$ cat src/hw/rtl/assert_macros.svh
// Assertion helpers; each expects clk and rst_n in the including scope.
`ifndef ASSERT_MACROS_SVH
`define ASSERT_MACROS_SVH

// Check that a condition holds at every clock edge outside reset.
`define ASSERT_ALWAYS(label, cond, msg) \
    label: assert property (@(posedge clk) disable iff (!rst_n) (cond)) else $error(msg);

// Check that the consequent holds in the same cycle as the antecedent.
`define ASSERT_IMPL(label, ante, cons, msg) \
    label: assert property (@(posedge clk) disable iff (!rst_n) (ante) |-> (cons)) \
        else $error(msg);

// Check that the consequent holds in the cycle after the antecedent.
`define ASSERT_NEXT(label, ante, cons, msg) \
    label: assert property (@(posedge clk) disable iff (!rst_n) (ante) |=> (cons)) \
        else $error(msg);

`endif

$ cat src/hw/rtl/wea_pkg.sv
package wea_pkg;

    localparam int MAX_WINDOW = 64;
    localparam int SAMPLE_W   = 32;
    localparam int SLOT_W     = $clog2(MAX_WINDOW);
    localparam int CNT_W      = $clog2(MAX_WINDOW + 1);
    localparam int SUM_W      = SAMPLE_W + $clog2(MAX_WINDOW);
    localparam int AVG_W      = 40;
    localparam int CFG_W      = 7;
    localparam int COUNT_W    = 7;
    localparam int DIV_CNT_W  = $clog2(SUM_W);

endpackage

$ cat src/hw/rtl/wea_ram.sv
module wea_ram #(
    parameter int WIDTH = 32,
    parameter int DEPTH = 64
) (
    input  logic                     clk,
    input  logic                     we,
    input  logic [$clog2(DEPTH)-1:0] waddr,
    input  logic [WIDTH-1:0]         wdata,
    input  logic [$clog2(DEPTH)-1:0] raddr,
    output logic [WIDTH-1:0]         rdata
);

    logic [WIDTH-1:0] mem [DEPTH];

    always_ff @(posedge clk)
    begin
        if (we)
        begin
            mem[waddr] <= wdata;
        end
        rdata <= mem[raddr];
    end

endmodule

$ cat src/hw/rtl/windowed_error_averager.sv
// Channel  | Handshake               | Payload
// ---------+-------------------------+------------------------------
// input    | in_valid / in_ready     | error_value[31:0], clear
// output   | out_valid / out_ready   | average[39:0] signed, stored_count[6:0]
// config   | cfg_we (no wait)        | cfg_wdata[6:0] = window_size
//
// Clear and an empty window skip the divider; a filling window runs it once and a
// full window twice. It is one restoring divider that makes one quotient bit per
// cycle over a 38-bit dividend. A full window first reads the oldest sample from
// the ring, whose read is registered.
// Reset (rst_n, async, active low) empties the window, zeroes the average and
// sets window_size to 64. A stalled output holds the finished item; the next
// item is accepted meanwhile and waits in its final step until the slot frees.
module windowed_error_averager
    import wea_pkg::*;
(
    input  logic                      clk,
    input  logic                      rst_n,
    input  logic                      in_valid,
    output logic                      in_ready,
    input  logic [SAMPLE_W-1:0]       error_value,
    input  logic                      clear,
    output logic                      out_valid,
    input  logic                      out_ready,
    output logic signed [AVG_W-1:0]   average,
    output logic [COUNT_W-1:0]        stored_count,
    input  logic                      cfg_we,
    input  logic [CFG_W-1:0]          cfg_wdata
);

    `include "assert_macros.svh"

    typedef enum logic [2:0] {
        S_IDLE,
        S_READ,
        S_DIV,
        S_APPLY,
        S_OUT
    } state_t;

    typedef enum logic [1:0] {
        OP_PART,
        OP_OLD,
        OP_NEW
    } op_t;

    state_t               state_reg, state_next;
    op_t                  op_reg, op_next;
    logic [CFG_W-1:0]     window_reg, window_next;
    logic [SLOT_W-1:0]    newest_reg, newest_next;
    logic [CNT_W-1:0]     count_reg, count_next;
    logic [SUM_W-1:0]     sum_reg, sum_next;
    logic [AVG_W-1:0]     avg_reg, avg_next;
    logic [SAMPLE_W-1:0]  x_reg, x_next;
    logic [SUM_W-1:0]     dvd_reg, dvd_next;
    logic [CNT_W-1:0]     rem_reg, rem_next;
    logic [DIV_CNT_W-1:0] div_cnt_reg, div_cnt_next;
    logic                 out_valid_reg, out_valid_next;
    logic [AVG_W-1:0]     out_avg_reg, out_avg_next;
    logic [CNT_W-1:0]     out_count_reg, out_count_next;

    logic                 ram_we;
    logic [SLOT_W-1:0]    ram_waddr;
    logic [SAMPLE_W-1:0]  ram_wdata;
    logic [SLOT_W-1:0]    ram_raddr;
    logic [SAMPLE_W-1:0]  ram_rdata;

    logic [CNT_W-1:0]     eff_window;
    logic [SLOT_W-1:0]    next_slot;
    logic [CNT_W-1:0]     back;
    logic [CNT_W:0]       newest_ext;
    logic [CNT_W:0]       trial;
    logic                 trial_ge;

    wea_ram #(
        .WIDTH (SAMPLE_W),
        .DEPTH (MAX_WINDOW)
    ) u_ring (
        .clk   (clk),
        .we    (ram_we),
        .waddr (ram_waddr),
        .wdata (ram_wdata),
        .raddr (ram_raddr),
        .rdata (ram_rdata)
    );

    // Zero or oversized window falls back to the full ring.
    assign eff_window = (window_reg == '0 || int'(window_reg) > MAX_WINDOW)
                        ? CNT_W'(MAX_WINDOW) : CNT_W'(window_reg);

    assign next_slot = (newest_reg == SLOT_W'(MAX_WINDOW - 1)) ? '0 : newest_reg + 1'b1;

    // Oldest slot sits count-1 places behind the newest, wrapping around the ring.
    assign back       = count_reg - 1'b1;
    assign newest_ext = (CNT_W + 1)'(newest_reg);
    assign ram_raddr  = ((CNT_W + 1)'(back) <= newest_ext)
                        ? SLOT_W'(newest_ext - (CNT_W + 1)'(back))
                        : SLOT_W'(newest_ext + (CNT_W + 1)'(MAX_WINDOW)
                                  - (CNT_W + 1)'(back));

    // Shared restoring divider step: one quotient bit per cycle.
    assign trial    = {rem_reg, dvd_reg[SUM_W-1]};
    assign trial_ge = trial >= (CNT_W + 1)'(count_reg);

    assign in_ready     = (state_reg == S_IDLE);
    assign out_valid    = out_valid_reg;
    assign average      = out_avg_reg;
    assign stored_count = COUNT_W'(out_count_reg);

    always_comb
    begin
        state_next     = state_reg;
        op_next        = op_reg;
        window_next    = cfg_we ? cfg_wdata : window_reg;
        newest_next    = newest_reg;
        count_next     = count_reg;
        sum_next       = sum_reg;
        avg_next       = avg_reg;
        x_next         = x_reg;
        dvd_next       = dvd_reg;
        rem_next       = rem_reg;
        div_cnt_next   = div_cnt_reg;
        out_valid_next = out_valid_reg && !out_ready;
        out_avg_next   = out_avg_reg;
        out_count_next = out_count_reg;
        ram_we         = 1'b0;
        ram_waddr      = next_slot;
        ram_wdata      = x_reg;

        unique case (state_reg)
            S_IDLE:
            begin
                if (in_valid)
                begin
                    x_next       = error_value;
                    dvd_next     = sum_reg;
                    rem_next     = '0;
                    div_cnt_next = '0;
                    op_next      = OP_PART;
                    priority if (clear)
                    begin
                        newest_next = '0;
                        count_next  = '0;
                        sum_next    = '0;
                        avg_next    = '0;
                        state_next  = S_OUT;
                    end
                    else if (count_reg == '0)
                    begin
                        ram_we      = 1'b1;
                        ram_waddr   = '0;
                        ram_wdata   = error_value;
                        newest_next = '0;
                        count_next  = CNT_W'(1);
                        sum_next    = SUM_W'(error_value);
                        state_next  = S_OUT;
                    end
                    else if (count_reg < eff_window)
                    begin
                        state_next = S_DIV;
                    end
                    else
                    begin
                        state_next = S_READ;
                    end
                end
            end
            S_READ:
            begin
                // Oldest sample is out of the ring now; the count stays put.
                sum_next     = sum_reg - SUM_W'(ram_rdata) + SUM_W'(x_reg);
                dvd_next     = SUM_W'(ram_rdata);
                rem_next     = '0;
                div_cnt_next = '0;
                op_next      = OP_OLD;
                state_next   = S_DIV;
            end
            S_DIV:
            begin
                rem_next     = trial_ge ? CNT_W'(trial - (CNT_W + 1)'(count_reg))
                                        : CNT_W'(trial);
                dvd_next     = {dvd_reg[SUM_W-2:0], trial_ge};
                div_cnt_next = div_cnt_reg + 1'b1;
                if (div_cnt_reg == DIV_CNT_W'(SUM_W - 1))
                begin
                    state_next = S_APPLY;
                end
            end
            S_APPLY:
            begin
                unique case (op_reg)
                    OP_PART:
                    begin
                        avg_next    = AVG_W'(dvd_reg);
                        ram_we      = 1'b1;
                        newest_next = next_slot;
                        count_next  = count_reg + 1'b1;
                        sum_next    = sum_reg + SUM_W'(x_reg);
                        state_next  = S_OUT;
                    end
                    OP_OLD:
                    begin
                        avg_next     = avg_reg - AVG_W'(dvd_reg);
                        dvd_next     = SUM_W'(x_reg);
                        rem_next     = '0;
                        div_cnt_next = '0;
                        op_next      = OP_NEW;
                        state_next   = S_DIV;
                    end
                    OP_NEW:
                    begin
                        avg_next    = avg_reg + AVG_W'(dvd_reg);
                        ram_we      = 1'b1;
                        newest_next = next_slot;
                        state_next  = S_OUT;
                    end
                    default:
                    begin
                        state_next = S_IDLE;
                    end
                endcase
            end
            S_OUT:
            begin
                // Hold until the output slot is free.
                if (!out_valid_reg || out_ready)
                begin
                    out_valid_next = 1'b1;
                    out_avg_next   = avg_reg;
                    out_count_next = count_reg;
                    state_next     = S_IDLE;
                end
            end
            default:
            begin
                state_next = S_IDLE;
            end
        endcase
    end

    always_ff @(posedge clk or negedge rst_n)
    begin
        if (!rst_n)
        begin
            state_reg     <= S_IDLE;
            op_reg        <= OP_PART;
            window_reg    <= CFG_W'(MAX_WINDOW);
            newest_reg    <= '0;
            count_reg     <= '0;
            sum_reg       <= '0;
            avg_reg       <= '0;
            x_reg         <= '0;
            dvd_reg       <= '0;
            rem_reg       <= '0;
            div_cnt_reg   <= '0;
            out_valid_reg <= 1'b0;
            out_avg_reg   <= '0;
            out_count_reg <= '0;
        end
        else
        begin
            state_reg     <= state_next;
            op_reg        <= op_next;
            window_reg    <= window_next;
            newest_reg    <= newest_next;
            count_reg     <= count_next;
            sum_reg       <= sum_next;
            avg_reg       <= avg_next;
            x_reg         <= x_next;
            dvd_reg       <= dvd_next;
            rem_reg       <= rem_next;
            div_cnt_reg   <= div_cnt_next;
            out_valid_reg <= out_valid_next;
            out_avg_reg   <= out_avg_next;
            out_count_reg <= out_count_next;
        end
    end

    `ASSERT_ALWAYS(a_count_bound, int'(count_reg) <= MAX_WINDOW,
                   "held count exceeds ring depth")
    `ASSERT_IMPL(a_div_nonzero, state_reg == S_DIV,
                 count_reg != '0 && rem_reg < count_reg,
                 "divider running with bad divisor or remainder")
    `ASSERT_NEXT(a_busy_after_accept, in_valid && in_ready, !in_ready,
                 "item accepted while previous item still in work")
    `ASSERT_IMPL(a_out_from_seq, $rose(out_valid_reg), $past(state_reg == S_OUT),
                 "output loaded outside the final step")

endmodule

$ cat config.mk
export PLATFORM = sky130hd
export DESIGN_NAME = windowed_error_averager
export DESIGN_NICKNAME = d
export VERILOG_FILES = /design/src/hw/rtl/wea_pkg.sv /design/src/hw/rtl/wea_ram.sv /design/src/hw/rtl/windowed_error_averager.sv
export VERILOG_INCLUDE_DIRS = /design/src /design/src/hw/rtl
export SDC_FILE = /design/constraint.sdc
export NUM_CORES = 2
export LEC_CHECK = 0
export BUFFER_PORTS_ARGS = -buffer_cell sky130_fd_sc_hd__buf_2
export CORE_MARGIN = 4
export CORE_UTILIZATION = 40
export CTS_CLUSTER_SIZE = 20
export DETAILED_ROUTE_END_ITERATION = 12
export GPL_ROUTABILITY_DRIVEN = 0
export PLACE_DENSITY = 0.63
export SETUP_SLACK_MARGIN = 0.05
export SYNTH_ARGS = -nofsm -noshare
export SYNTH_HDL_FRONTEND = slang
export SYNTH_SLANG_ARGS = --single-unit
$ cat constraint.sdc
create_clock -name clk -period 5.3 [get_ports clk]
set_input_delay 0.265 -clock clk [delete_from_list [all_inputs] [get_ports clk]]
set_output_delay 0.265 -clock clk [all_outputs]
set_load 0.01 [all_outputs]
* Yosys cells after proc, flatten, opt, wreduce, memory -nomap -nowiden
Memories as Yosys holds them, arrays and structs flattened. A register that Yosys moved wholly into a read port is not among the register bits.
Index checks and enable logic that the tools add are counted.
** Storage, ports and cells
- Bits in registers :: 234
- Memory bits (writable) :: 2048
- Output and inout bits :: 49
- Logic and storage cells :: 131
- Memories :: 1
** Memory list
- u_ring.mem :: words 64, bits a word 32, read ports 1, clocked after memory_dff 1, wr ports 1, RTL line wea_ram.sv:13 : logic [WIDTH-1:0] mem [DEPTH];
** Cells by class
- $add $sub $neg :: 13
- Order comparisons :: 4
- Equal/unequal tests :: 17
- Mux-type cells :: 60
- Reductions and logical operators :: 22
** Operators with widths (count)
- 38-bit 2-to-1 mux :: 6
- 38-bit case mux with 4 select lines :: 1
- 32-bit 2-to-1 mux :: 4
- 40-bit case mux with 3 select lines :: 1
- 38-bit case mux with 3 select lines :: 1
- 40-bit 2-to-1 mux :: 2
- 40-bit case mux with 2 select lines :: 1
- 38-bit by 32-bit adder with 38-bit output :: 2
- 6-bit 2-to-1 mux :: 12
- 7-bit 2-to-1 mux :: 8
- 40-bit by 38-bit adder with 40-bit output :: 1
- 40-bit by 38-bit subtractor with 40-bit output :: 1
- 38-bit by 32-bit subtractor with 38-bit output :: 1
- 7-bit case mux with 4 select lines :: 1
- 6-bit case mux with 4 select lines :: 1
- 6-bit by 1-bit adder with 6-bit output, second input constant :: 3
- 4-bit AND reduction :: 4
- 3-bit 2-to-1 mux :: 5
- 3-bit case mux with 5 select lines :: 1
- 7-bit zero test :: 2
- 7-bit case mux with 2 select lines :: 1
- 6-bit equality test, second input constant :: 2
- 2-bit != test, second input constant :: 6
- 6-bit case mux with 2 select lines :: 1
- 32 further kinds :: 48

* Logic depth before layout (Yosys ltp)
- Depth after elaboration :: 9
- Depth in mapped cells :: 20

* Hierarchy
Synthesis repeated with hierarchy kept, for this count alone.
** Second synthesis, totals
- Cell total of the unflattened synthesis :: 5720
- Area total of the unflattened synthesis :: 98273.0 um^2
** By module, submodules not included
- wea_ram :: times used 1, cells an instance 3324, area an instance 78512.8 um^2, seq. area each 62139.6 um^2
- windowed_error_averager :: times used 1, cells an instance 2396, area an instance 19760.2 um^2, seq. area each 5856.9 um^2

* Worst setup path before layout
OpenSTA, ideal clock, no wires.
- Kind :: register to register
- Start :: reg count_reg[0]
- End :: mem u_ring.mem[0][0] (data pin)
- Setup time :: 0.702 ns
- Arrival time :: 3.870 ns
- Required time :: 4.598 ns
- Setup slack :: 0.728 ns
- Stages on the path, launching flop included :: 8
- Buffers on the path :: 2
- Cells stage by stage :: dfrtp_1 -> inv_1 -> ha_1 -> nand3_1 -> nor3_1 -> clkbuf_1 -> clkbuf_1 -> o21ai_0
** Between the ends
- Cells in the longest elaborated chain, start to end :: 5
** RTL lines
- start, declared :: RTL line windowed_error_averager.sv:51 : logic [CNT_W-1:0] count_reg, count_next;
- start signal, assigned :: RTL line windowed_error_averager.sv:266 : count_reg <= count_next;
- 7-bit zero test :: RTL line windowed_error_averager.sv:148 : else if (count_reg == '0)
- 32-bit 2-to-1 mux :: RTL line windowed_error_averager.sv:148
- 32-bit 2-to-1 mux :: RTL line windowed_error_averager.sv:140 : priority if (clear)
- 32-bit 2-to-1 mux :: RTL line windowed_error_averager.sv:133 : if (in_valid)
- 32-bit 2-to-1 mux :: RTL line windowed_error_averager.sv:130 : unique case (state_reg)
- named net ram_wdata[0] :: RTL line windowed_error_averager.sv:64 : logic [SAMPLE_W-1:0] ram_wdata;
- end, declared :: RTL line wea_ram.sv:13
The timed path passes the listed nets, and every way through them passes these cells.

* Worst setup path in the final report
- Start :: reg count_reg[0]
- End :: reg u_ring.rdata[14], read port of u_ring.mem
** Between the ends
- Cells in the longest elaborated chain, start to end :: 3
- Elaborated cells between the ends (all ways) :: 5
- Those cells by class :: 3 x add/sub; 1 x order compare; 1 x mux
** RTL lines
- 7-bit by 1-bit subtractor with 7-bit output * :: RTL line windowed_error_averager.sv:94 : assign back = count_reg - 1'b1;
- 6-bit subtractor (tied with other cells) :: RTL line windowed_error_averager.sv:99 : - (CNT_W + 1)'(back));
- 6-bit 2-to-1 mux * :: RTL line windowed_error_averager.sv:97 : ? SLOT_W'(newest_ext - (CNT_W + 1)'(back))
- end, declared :: RTL line wea_ram.sv:10 : output logic [WIDTH-1:0] rdata
Every way passes the cells marked *; elsewhere a longest branch is shown, timed or not.
A chain may end at the register's enable or synchronous reset.

==> flow_metrics.env <==
export IMPL_status="finished, final reports clean"
export IMPL_finClkSkew_ps=95.9
export IMPL_design_area_sq_mm=0.113
export IMPL_core_area_sq_mm=0.243
export IMPL_post_cts_buffers=0
export IMPL_r2r_cells=10
export IMPL_chipHeight_microns=503
export IMPL_multi_input_area_sq_mm=0.0291
export IMPL_fin_cells=9156
export IMPL_wirelength_microns=256000
export IMPL_finalSetupViolations=0
export IMPL_placed_cells=8675
export IMPL_num_vias=53244
export IMPL_clkTransAtPathRegs_ps=70
export IMPL_post_route_drc_count=0
export IMPL_clockRootBuffer="clkbuf_16"
export IMPL_yosysWarnings=0
export IMPL_rows=181
export IMPL_hold_viol=0
export IMPL_combPwrFrac=0.018
export IMPL_clock_power_share=0.443
export IMPL_synth_edf_count=2048
export IMPL_layout_drive_gt1_share=0.248
export IMPL_grt_util_all_layers=0.202
export IMPL_io_pins=94
export IMPL_pwr_share_seq=0.539
export IMPL_avgSynthCellArea_sq_um=18.0
export IMPL_syn_num_nets=5662
export IMPL_clkLatencyLatePin_ps=890
export IMPL_power_density_mw_per_mm2=324
export IMPL_r2r_end="u_ring.rdata[14]"
export IMPL_largest_reg_flops=2048
export IMPL_synthArstFlopShare=0.101
export IMPL_antenna_found_initial=12
export IMPL_syn_inst=5438
export IMPL_finalHoldWorstSlack_ps=62.1
export IMPL_swShare=0.204
export IMPL_fill_cells=20218
export IMPL_grt_pass1_wl_microns=375000
export IMPL_rr_startpoint="count_reg[0]"
export IMPL_ant_nets=0
export IMPL_p_int_w=0.0290
export IMPL_die_area_sq_mm=0.253
export IMPL_vdd_drop_max_uv=343
export IMPL_pre_cts_ws_ps=-359
export IMPL_cts_sinks=2314
export IMPL_worstHoldPathType="in -> async"
export IMPL_switching_power_w=0.00743
export IMPL_synth_seq_area_share=0.695
export IMPL_grt_max_degree=92
export IMPL_firstDrtPassIters=6
export IMPL_io_buffers=93
export IMPL_ys_ff_latch=2314
export IMPL_crit_arrival_ps=5770
export IMPL_drv_slew=0
export IMPL_cap_viol_max_count=0
export IMPL_fmax_mhz=198
export IMPL_cts_inserted_buffers=227
export IMPL_worstSetupEndpointType="flip-flop"
export IMPL_clockBufferDepth=3
export IMPL_cp_required_ps=6010
export IMPL_globalRoute_totalOverflow=0
export IMPL_initial_core_util=0.402
export IMPL_static_leakage_power_nw=43.2
export IMPL_crit_fanout=55
export IMPL_syn_area_sq_mm=0.0979
export IMPL_die_w_microns=503
export IMPL_fin_crit_ps=5060
export IMPL_worst_slack_ps=239
export IMPL_nets=5976
export IMPL_seq_area_sq_mm=0.0680
export IMPL_wl_per_cell_microns=28.0
export IMPL_syn_to_final_growth_pct=14.9
export IMPL_vias_per_cell=5.82
export IMPL_ys_flop_type="edfxtp_1"
export IMPL_synth_cell_types=81
export IMPL_placed_cell_area_sq_mm=0.104
export IMPL_slew_limit_headroom=0.0941
export IMPL_first_global_vias=53343
export IMPL_critPathLaunchType="flip-flop"
export IMPL_worst_slew_pin_slew_ps=1360
export IMPL_cts_tree="done"
export IMPL_critPathKind="reg -> reg"
export IMPL_period_share=0.955
export IMPL_reg2reg_slack_ps=240
export IMPL_rsz0062_at_grt="false"
export IMPL_drtIter0Drc=6317
export IMPL_cts_htree_levels=4
export IMPL_hpwlAfterDp_microns=152000
-- cells in the mapped netlist (56+ instances only) --
master    count  share of area
edfxtp_1   2048           0.63
mux4_2      641           0.15
nand2_1     251         0.0096
a21oi_1     240          0.012
o21ai_0     240          0.012
dfrtp_1     233          0.060
nor2_1      214         0.0082
clkbuf_1    211         0.0081
inv_1       180         0.0069
ha_1        143          0.018
mux2i_1      88         0.0090
a21o_1       74         0.0057
xnor2_1      74         0.0066
xor2_1       69         0.0062
buf_1        61         0.0023
a211oi_1     56         0.0043
-- cell usage in the layout (no fill, tap or decap), types with 74 or more instances in the layout --
cell type,synthesis,final
edfxtp_1,2048,2048
mux4_2,641,641
nand2_1,251,250
a21oi_1,240,239
dfrtp_1,233,232
clkbuf_16,0,227
o21ai_0,240,207
buf_4,0,186
inv_1,180,180
nor2_1,214,148
ha_1,143,142
buf_2,11,92
mux2i_1,88,88
a21o_1,74,74
-- metrics by stage --
stage | total power [W] | setup TNS (ps) | util
floorplan | 0.0204 | 0 | -
global placement | 0.0206 | -603 | 0.429
detailed placement | 0.0206 | -655 | 0.429
CTS | 0.0367 | 0 | 0.462
global route | 0.0375 | 0 | 0.462
finish | 0.0364 | 0 | 0.462
-- critical path, stage by stage (launching register included) --
cell      delay, ps
dfrtp_1         480
inv_1           170
ha_1            420
fa_4           1190
buf_12          400
buf_12          270
mux4_2          340
mux4_2          460
nor2b_1         190
a211oi_1        800
a21oi_1         130
-- worst max-delay path by stage --
| stage | from | endpoint | slack (ps) |
|---|---|---|---|
| floorplan | count_reg[0] | u_ring.mem[0][0] | 730 |
| global placement | count_reg[0] | u_ring.rdata[17] | -310 |
| detailed placement | count_reg[0] | u_ring.rdata[17] | -360 |
| CTS | count_reg[0] | u_ring.rdata[17] | 170 |
| global route | count_reg[0] | u_ring.rdata[4] | 100 |
| finish | count_reg[0] | u_ring.rdata[14] | 240 |
-- power groups by stage --
stage                     registers (W)  clock network, W  logic [W]
after floorplan                  0.0200                 0   0.000429
after global placement           0.0200                 0   0.000614
after detailed placement         0.0200                 0   0.000620
after CTS                        0.0196            0.0164   0.000665
after global routing             0.0196            0.0172   0.000742
final                            0.0196            0.0161   0.000670
-- layout make-up --
| cell class | instances | area share |
|---|---|---|
| inverters | 181 | 0.00604 |
| well taps | 3202 | 0.0356 |
| clock buffers | 287 | 0.0536 |
| diodes | 10 | 0.000222 |
| clock inverters | 134 | 0.0131 |
| flip-flops and latches | 2314 | 0.604 |
| repair buffers | 368 | 0.0280 |
| multi-input cells | 2660 | 0.259 |
-- timing repair --
item,CTS,global route
hold endpoints to repair,164,0
resized for setup,3,4
endpoints found under the setup margin,3,4
hold buffers,50,0
-- kinds of logic (layout without fill, tap and decap cells) --
logic type	after synthesis	count (layout)	synth area share
buffers and inverters	464	970	0.0179
other	0	10	0
AOI/OAI and AO/OA	849	849	0.0536
DFF	2314	2314	0.695
adders and majority gates	179	179	0.0256
muxes	779	779	0.162
and+or+nand+nor	710	710	0.0332
xor gates and xnor gates	143	143	0.0128
-- metal layers --
| metal | GRT usage | vias up | wire [microns] |
|---|---|---|---|
| met3 | 0.0358 | 331 | 21200 |
| met1 | 0.285 | 28109 | 105000 |
| met5 | 0 | - | 27 |
| met2 | 0.328 | 2306 | 125000 |
| met4 | 0.0456 | 4 | 5030 |
| li1 | - | 22494 | - |
(Power assumes the default switching activity.)
